`src/hdl/old_pkg.sv`:
```
// Package: shared types and constants for the optical level deframer.
`timescale 1ns / 1ps
`default_nettype none

package old_pkg;

   localparam int FRAME_BITS   = 32;
   localparam int COUNT_W      = $clog2(FRAME_BITS + 1);
   localparam int POS_W        = $clog2(FRAME_BITS);
   localparam int LEVEL_W      = 10;
   localparam int CSR_ADDR_W   = 3;
   localparam int REQ_DATA_W   = 16;
   localparam int RSP_DATA_W   = 40;
   localparam int RSP_USER_W   = 3;

   typedef logic [LEVEL_W-1:0] level_type;
   typedef logic [COUNT_W-1:0] count_type;

   typedef enum logic [1:0] {
      SYM_ZERO    = 2'd0,
      SYM_ONE     = 2'd1,
      SYM_MARK    = 2'd2,
      SYM_UNKNOWN = 2'd3
   } symbol_type;

   typedef enum logic [CSR_ADDR_W-1:0] {
      CSR_BLACK_MAX  = 3'd0,
      CSR_WHITE_MIN  = 3'd1,
      CSR_WHITE_MAX  = 3'd2,
      CSR_MARKER_MIN = 3'd3,
      CSR_MARKER_MAX = 3'd4
   } csr_addr_type;

   localparam level_type BLACK_MAX_RST  = 10'd15;
   localparam level_type WHITE_MIN_RST  = 10'd50;
   localparam level_type WHITE_MAX_RST  = 10'd120;
   localparam level_type MARKER_MIN_RST = 10'd20;
   localparam level_type MARKER_MAX_RST = 10'd43;

   localparam count_type FRAME_FULL = count_type'(FRAME_BITS);

endpackage

`default_nettype wire

```
`src/hdl/optical_level_deframer.sv`:
```
// Top level: brightness sample classifier and date/time frame collector.
//
// Usage: one 10-bit brightness sample enters per req_ transaction and gives
// exactly one rsp_ transaction: its symbol class (zero, one, marker, unknown)
// in rsp_tuser, and when the marker closed a frame, frame_done (in rsp_tuser) plus the
// hour/minute/day/month/year fields and the bit count in rsp_tdata (all
// zero otherwise). A marker outside a frame opens one; zero/one symbols
// inside a frame are stored first-received-MSB, up to 32 bits.
// Pipeline: the sample is registered in the input register, then classified
// and the frame state updated into the result register, which drives the
// rsp_ outputs.
// Throughput: one sample per cycle while rsp_tready stays high; the compare
// set and one store update sit between the two registers.
// Stall: with rsp_tready low the result holds; req_tready falls as soon as
// the input register holds a sample that cannot move on (in the same cycle
// when both registers are full); nothing is lost or repeated.
// Reset: synchronous, clears both valid flags, the frame state and restores
// the threshold registers to their defaults. Thresholds are to be written
// through csr_ only while the block is idle (up to the user; not enforced).
`timescale 1ns / 1ps
`default_nettype none

module optical_level_deframer (
   input  wire logic                              clock,
   input  wire logic                              reset,
   input  wire logic                              req_tvalid,
   output logic                                   req_tready,
   input  wire logic [old_pkg::REQ_DATA_W-1:0]    req_tdata,   // [9:0] brightness
   output logic                                   rsp_tvalid,
   input  wire logic                              rsp_tready,
   output logic [old_pkg::RSP_DATA_W-1:0]         rsp_tdata,   // hour, minute, day,
                                                               // month, year,
                                                               // bits_received
   output logic [old_pkg::RSP_USER_W-1:0]         rsp_tuser,   // symbol, frame_done
   input  wire logic                              csr_we,
   input  wire logic [old_pkg::CSR_ADDR_W-1:0]    csr_addr,
   input  wire logic [old_pkg::LEVEL_W-1:0]       csr_wdata
);
   import old_pkg::*;

   level_type black_max_ff, white_min_ff, white_max_ff, marker_min_ff, marker_max_ff;

   logic                  in_valid_ff;
   level_type             in_level_ff;
   logic                  out_valid_ff;
   symbol_type            out_symbol_ff;
   logic                  out_done_ff;
   logic [FRAME_BITS-1:0] out_bits_ff;
   count_type             out_count_ff;

   logic                  in_frame_ff, in_frame_in;
   logic [FRAME_BITS-1:0] frame_bits_ff, frame_bits_in;
   count_type             bit_count_ff, bit_count_in;

   symbol_type            symbol;
   logic                  advance;
   logic                  closing;
   logic                  in_black, in_white, in_marker;

   assign advance    = in_valid_ff && (!out_valid_ff || rsp_tready);
   assign req_tready = !in_valid_ff || advance;

   // threshold registers
   always_ff @(posedge clock) begin
      if (reset) begin
         black_max_ff  <= BLACK_MAX_RST;
         white_min_ff  <= WHITE_MIN_RST;
         white_max_ff  <= WHITE_MAX_RST;
         marker_min_ff <= MARKER_MIN_RST;
         marker_max_ff <= MARKER_MAX_RST;
      end else if (csr_we) begin
         unique case (csr_addr)
            CSR_BLACK_MAX:  black_max_ff  <= csr_wdata;
            CSR_WHITE_MIN:  white_min_ff  <= csr_wdata;
            CSR_WHITE_MAX:  white_max_ff  <= csr_wdata;
            CSR_MARKER_MIN: marker_min_ff <= csr_wdata;
            CSR_MARKER_MAX: marker_max_ff <= csr_wdata;
            default: ;
         endcase
      end
   end

   // input register
   always_ff @(posedge clock) begin
      if (reset) begin
         in_valid_ff <= 1'b0;
      end else if (req_tready) begin
         in_valid_ff <= req_tvalid;
      end
   end

   always_ff @(posedge clock) begin
      if (req_tvalid && req_tready) begin
         in_level_ff <= req_tdata[LEVEL_W-1:0];
      end
   end

   // classification, first match wins
   always_comb begin
      in_black  = in_level_ff <= black_max_ff;
      in_white  = (in_level_ff >= white_min_ff) && (in_level_ff <= white_max_ff);
      in_marker = (in_level_ff >= marker_min_ff) && (in_level_ff <= marker_max_ff);
      if (in_black) begin
         symbol = SYM_ZERO;
      end else if (in_white) begin
         symbol = SYM_ONE;
      end else if (in_marker) begin
         symbol = SYM_MARK;
      end else begin
         symbol = SYM_UNKNOWN;
      end
   end

   assign closing = (symbol == SYM_MARK) && in_frame_ff;

   // frame state update
   always_comb begin
      in_frame_in   = in_frame_ff;
      frame_bits_in = frame_bits_ff;
      bit_count_in  = bit_count_ff;
      if (symbol == SYM_MARK) begin
         in_frame_in = !in_frame_ff;
         if (!in_frame_ff) begin
            frame_bits_in = '0;
            bit_count_in  = '0;
         end
      end else if (symbol != SYM_UNKNOWN && in_frame_ff && bit_count_ff < FRAME_FULL) begin
         // first bit lands in the top position
         if (symbol == SYM_ONE) begin
            frame_bits_in[~bit_count_ff[POS_W-1:0]] = 1'b1;
         end
         bit_count_in = bit_count_ff + count_type'(1);
      end
   end

   always_ff @(posedge clock) begin
      if (reset) begin
         in_frame_ff   <= 1'b0;
         frame_bits_ff <= '0;
         bit_count_ff  <= '0;
      end else if (advance) begin
         in_frame_ff   <= in_frame_in;
         frame_bits_ff <= frame_bits_in;
         bit_count_ff  <= bit_count_in;
      end
   end

   // result register
   always_ff @(posedge clock) begin
      if (reset) begin
         out_valid_ff <= 1'b0;
      end else if (advance) begin
         out_valid_ff <= 1'b1;
      end else if (rsp_tready) begin
         out_valid_ff <= 1'b0;
      end
   end

   always_ff @(posedge clock) begin
      if (advance) begin
         out_symbol_ff <= symbol;
         out_done_ff   <= closing;
         out_bits_ff   <= closing ? frame_bits_ff : '0;
         out_count_ff  <= closing ? bit_count_ff : '0;
      end
   end

   assign rsp_tvalid = out_valid_ff;
   assign rsp_tuser  = {out_done_ff, out_symbol_ff};
   assign rsp_tdata  = {2'b00,
                        out_count_ff,
                        out_bits_ff[11:0],
                        out_bits_ff[15:12],
                        out_bits_ff[20:16],
                        out_bits_ff[26:21],
                        out_bits_ff[31:27]};

`ifndef NO_ASSERTIONS
   a_done_is_marker: assert property (@(posedge clock) disable iff (reset)
      rsp_tvalid && out_done_ff |-> out_symbol_ff == SYM_MARK)
      else $error("frame_done on a non-marker symbol");

   a_count_bound: assert property (@(posedge clock) disable iff (reset)
      bit_count_ff <= FRAME_FULL)
      else $error("bit count beyond frame size");

   a_quiet_fields: assert property (@(posedge clock) disable iff (reset)
      rsp_tvalid && !out_done_ff |-> out_bits_ff == '0 && out_count_ff == '0)
      else $error("frame fields set without frame_done");

   a_close_leaves_frame: assert property (@(posedge clock) disable iff (reset)
      advance && closing |=> !in_frame_ff)
      else $error("frame still open after close");
`endif

endmodule

`default_nettype wire

```
`config.mk`:
```
export PLATFORM = sky130hd
export DESIGN_NAME = optical_level_deframer
export DESIGN_NICKNAME = d
export VERILOG_FILES = /design/src/hdl/old_pkg.sv /design/src/hdl/optical_level_deframer.sv
export SDC_FILE = /design/constraint.sdc
export NUM_CORES = 1
export LEC_CHECK = 0
export BUFFER_PORTS_ARGS = -buffer_cell sky130_fd_sc_hd__buf_4
export CAP_MARGIN = 5
export CELL_PAD_IN_SITES_DETAIL_PLACEMENT = 0
export CELL_PAD_IN_SITES_GLOBAL_PLACEMENT = 1
export CORE_MARGIN = 3
export CORE_UTILIZATION = 30
export DETAILED_ROUTE_END_ITERATION = 10
export PLACE_DENSITY = 0.68
export REMOVE_ABC_BUFFERS = 1
export SLEW_MARGIN = 25
export SYNTH_ARGS = -nofsm -noshare
export SYNTH_HDL_FRONTEND = slang
export SYNTH_SLANG_ARGS = --single-unit
```
`constraint.sdc`:
```
create_clock -name clock -period 4.71 [get_ports clock]
set_input_delay 0 -clock clock [delete_from_list [all_inputs] [get_ports clock]]
set_output_delay 0 -clock clock [all_outputs]
set_load 0.005 [all_outputs]
```
==> results by group <==
Logic synthesis
  • Most frequent cell after synthesis: dfxtp_1
  • Mean Syn Cell Area: 9.75 um^2
  • Top cells by area, synth: dfxtp_1, edfxtp_1, ha_1
  • Main flop type after synthesis: dfxtp_1
  • Distinct cells, synth: 46
  • Flops & latches, synth: 142
  • Synth Cell Area: 0.00635 mm^2
  • Async SR Flop Fraction: 0
  • Syn Inst Count: 652
  • Largest area contributor in the netlist: dfxtp_1
  • Post-synth EDFFs: 51
  • Synth warnings: 0
  • Post-synth top area share: 0.287
  • Top cells by count, synth: dfxtp_1, nand2_1, a21oi_1
  • Register area share after synthesis: 0.528

Timing
  • Fin Setup TNS: 0 ps
  • Worst slew pin tran: 1050 ps
  • Clk_skew: 12.5 ps
  • RSZ-0062 raised after global routing: false
  • Worst hold margin: 21.8 ps
  • Setup slack after layout: 748 ps
  • # setup viols final: 0
  • Tmin final: 3960 ps
  • Endpoints failing hold: 0
  • Period utilization: 0.841
  • Maximum clock frequency: 252 MHz
  • Final Max Tran Viols: 0
  • Slew HR: 0.300

Setup path
  • Critical setup path kind: register to register
  • RR Startpoint: in_level_ff[0]$_DFFE_PP_
  • CP startpoint kind: register
  • Crit path max-delay family: compound AO/OA/AOI/OAI gates
  • CP bufs+invs: 2
  • Cells on worst reg2reg path: 15
  • Critical path arrival: 4310 ps
  • Most frequent CP cell: a21oi_1
  • R2R setup slack: 750 ps
  • Crit-path max FO: 14
  • WP data required: 5060 ps
  • Worst r2r dst: frame_bits_ff[20]$_SDFFE_PP0P_
  • Slowest cell delay on critical path: 520 ps
  • Crit. End Element: register
  • Crit path depth: 15
  • Crit-path cells: inv_1 > ha_1 > nand2b_1 > a21oi_1 > o21ai_0 > o221ai_1 > a21oi_1 > o41ai_1 > ha_1 > nor2b_1 > o21ai_1 > buf_4 > nor3_2 > a21oi_1 > nor2_1
  • CP max-delay cell: nor3_2

Placement
  • Setup WS pre-CTS: 746 ps
  • Port bufs: 70
  • RePlAce Congestion: 0.739
  • DP HPWL: 10300 um

Finish
  • Layout cells sized above 1: 0.155
  • Layout area overhead: 24.6%
  • Total Nets Final: 830
  • N_diodes: 0

Pwr
  • VDD IR-drop max: 0.268 mV
  • Sequential power share: 0.468
  • Combinational Power Share: 0.088
  • Sw frac: 0.259
  • PD cells: 358 mW/mm^2
  • Internal: 2.10 mW
  • Switching power: 0.735 mW
  • Clock group share of total power: 0.445
  • Static leakage: 3.28 nW

Hold path
  • Worst Hold Class: primary input to register
  • Min-delay src: reset
  • Worst hold stages: 2
  • Hold Crit Endpoint: marker_max_ff[7]$_SDFFE_PP0P_

Global routing
  • Total GRT Usage: 0.139
  • Largest net degree at the start of global routing: 45
  • Vias in the first global route: 4438
  • Initial antenna violation count: 0
  • Overflow after GRT: 0
  • First-pass GRT wire length: 24500 um

Floorplan
  • Die area: 0.0230 mm^2
  • Die Ht: 152 um
  • # rows: 52
  • Ports: 79
  • Core region area: 0.0205 mm^2
  • Starting Density: 0.310
  • Chip Width: 152 um

Status
  • Outcome: complete, no violations

Route
  • Post-DR vias/cell: 4.56
  • Post-Route WL: 15500 um
  • Post-DR wirelength/cell: 15.1 um
  • Initial DRT Pass Iterations: 5
  • DRC errors left: 0
  • Vias: 4663
  • DRT iter0 DRCs: 309
  • Antenna viol nets, final: 0

Clocking
  • Maximum clock path buffer count: 2
  • PostCTS Resize Cnt: 0
  • TritonCTS clock tree: yes
  • Worst-Skew Late Latency: 420 ps
  • H-tree Lvls: 4
  • Cts bufs inserted: 17
  • Root Buffer Master: clkbuf_16
  • CTS Sinks: 142
  • Clk pin slew, worst setup/hold paths: 60 ps

Flow run
  • Max-capacitance violation count: 0
[registers in the layout (all words and copies together) (netlist names)]
register	cells
frame_bits_ff	32
out_bits_ff	32
black_max_ff	10
in_level_ff	10
marker_max_ff	10
marker_min_ff	10
white_max_ff	10
white_min_ff	10
bit_count_ff	6
out_count_ff	6
out_symbol_ff	2
in_frame_ff	1
in_valid_ff	1
out_done_ff	1
rsp_tvalid	1
[final cells by class]
class | count | area [um^2]
fill | 2056 | 12600
inverter | 56 | 210
multi-input combinational | 425 | 2670
tap | 270 | 338
clock buffer | 17 | 425
clock inverter | 15 | 126
sequential | 142 | 3350
timing repair buffer | 98 | 793
[worst max-delay path by stage]
stage / startpoint / to / slack, ps
global placement: in_level_ff[0]$_DFFE_PP_ / frame_bits_ff[24]$_SDFFE_PP0P_ / 860
floorplan: rsp_tvalid$_SDFFE_PP0P_ / frame_bits_ff[0]$_SDFFE_PP0P_ / 510
finish: in_level_ff[0]$_DFFE_PP_ / frame_bits_ff[20]$_SDFFE_PP0P_ / 750
global route: in_level_ff[0]$_DFFE_PP_ / frame_bits_ff[4]$_SDFFE_PP0P_ / 300
detailed placement: in_level_ff[0]$_DFFE_PP_ / frame_bits_ff[20]$_SDFFE_PP0P_ / 750
CTS: in_level_ff[0]$_DFFE_PP_ / frame_bits_ff[20]$_SDFFE_PP0P_ / 690
[kinds of logic after synthesis]
family / Yosys count / synth area share
AO/OA/AOI/OAI: 124 / 0.113
XOR/XNOR: 4 / 0.00551
adder cells (fa/ha/maj): 56 / 0.110
buffers and inverters: 86 / 0.0547
flip-flops: 142 / 0.528
multiplexers: 6 / 0.00945
other: 1 / 0.000590
AND/OR/NAND/NOR: 233 / 0.179
[through the flow]
stage	util	instance area, um^2	instances	power (mW)
floorplan	-	6220	623	1.47
global placement	0.348	7140	968	1.58
detailed placement	0.348	7140	968	1.59
CTS	0.386	7920	1023	2.86
global route	0.386	7920	1023	2.95
finish	0.386	7920	1023	2.83
[worst register-to-register path, delay by kind of cell (launching register included)]
family | cells | cell delay (ps)
buffers and inverters | 2 | 440
DFF | 1 | 370
adders and majority gates | 2 | 770
AOI/OAI and AO/OA | 7 | 1320
and+or+nand+nor | 4 | 980
[per-layer routing]
| metal | GRT usage | share of wire | vias to the layer above |
|---|---|---|---|
| met5 | 0 | 0 | - |
| met1 | 0.196 | 0.50 | 2148 |
| met4 | 0.0440 | 0.012 | 0 |
| met3 | 0.0333 | 0.035 | 15 |
| li1 | - | - | 2425 |
| met2 | 0.212 | 0.45 | 75 |
[repair_timing]
action                    4_1_cts  5_1_grt
setup buffers                   0        0
hold buffers                   23        0
hold endpoints to repair       62        0
[power groups by stage]
stage	registers, mW	logic, mW	clock network (mW)
3_5_place_dp	1.35	0.235	0
5_1_grt	1.33	0.281	1.34
3_3_place_gp	1.35	0.233	0
2_1_floorplan	1.35	0.121	0
4_1_cts	1.33	0.252	1.29
6_report	1.32	0.248	1.26
[layout by cell type, fill, tap and decap left out, types with 4 or more instances in the layout]
cell type and instances:
buf_4 75, dfxtp_1 91, inv_6 5, a21oi_1 82
nor3b_1 4, edfxtp_1 51, clkbuf_16 17, nand4_1 6
inv_1 55, mux2i_1 6, a211oi_1 4, nor2_1 61
o211ai_1 15, nor2b_1 6, ha_1 56, nand3_1 8
and3_1 41, a21o_1 5, o21ai_0 8, dlygate4sd3_1 23
nand2_1 87
(Power assumes the default switching activity.)
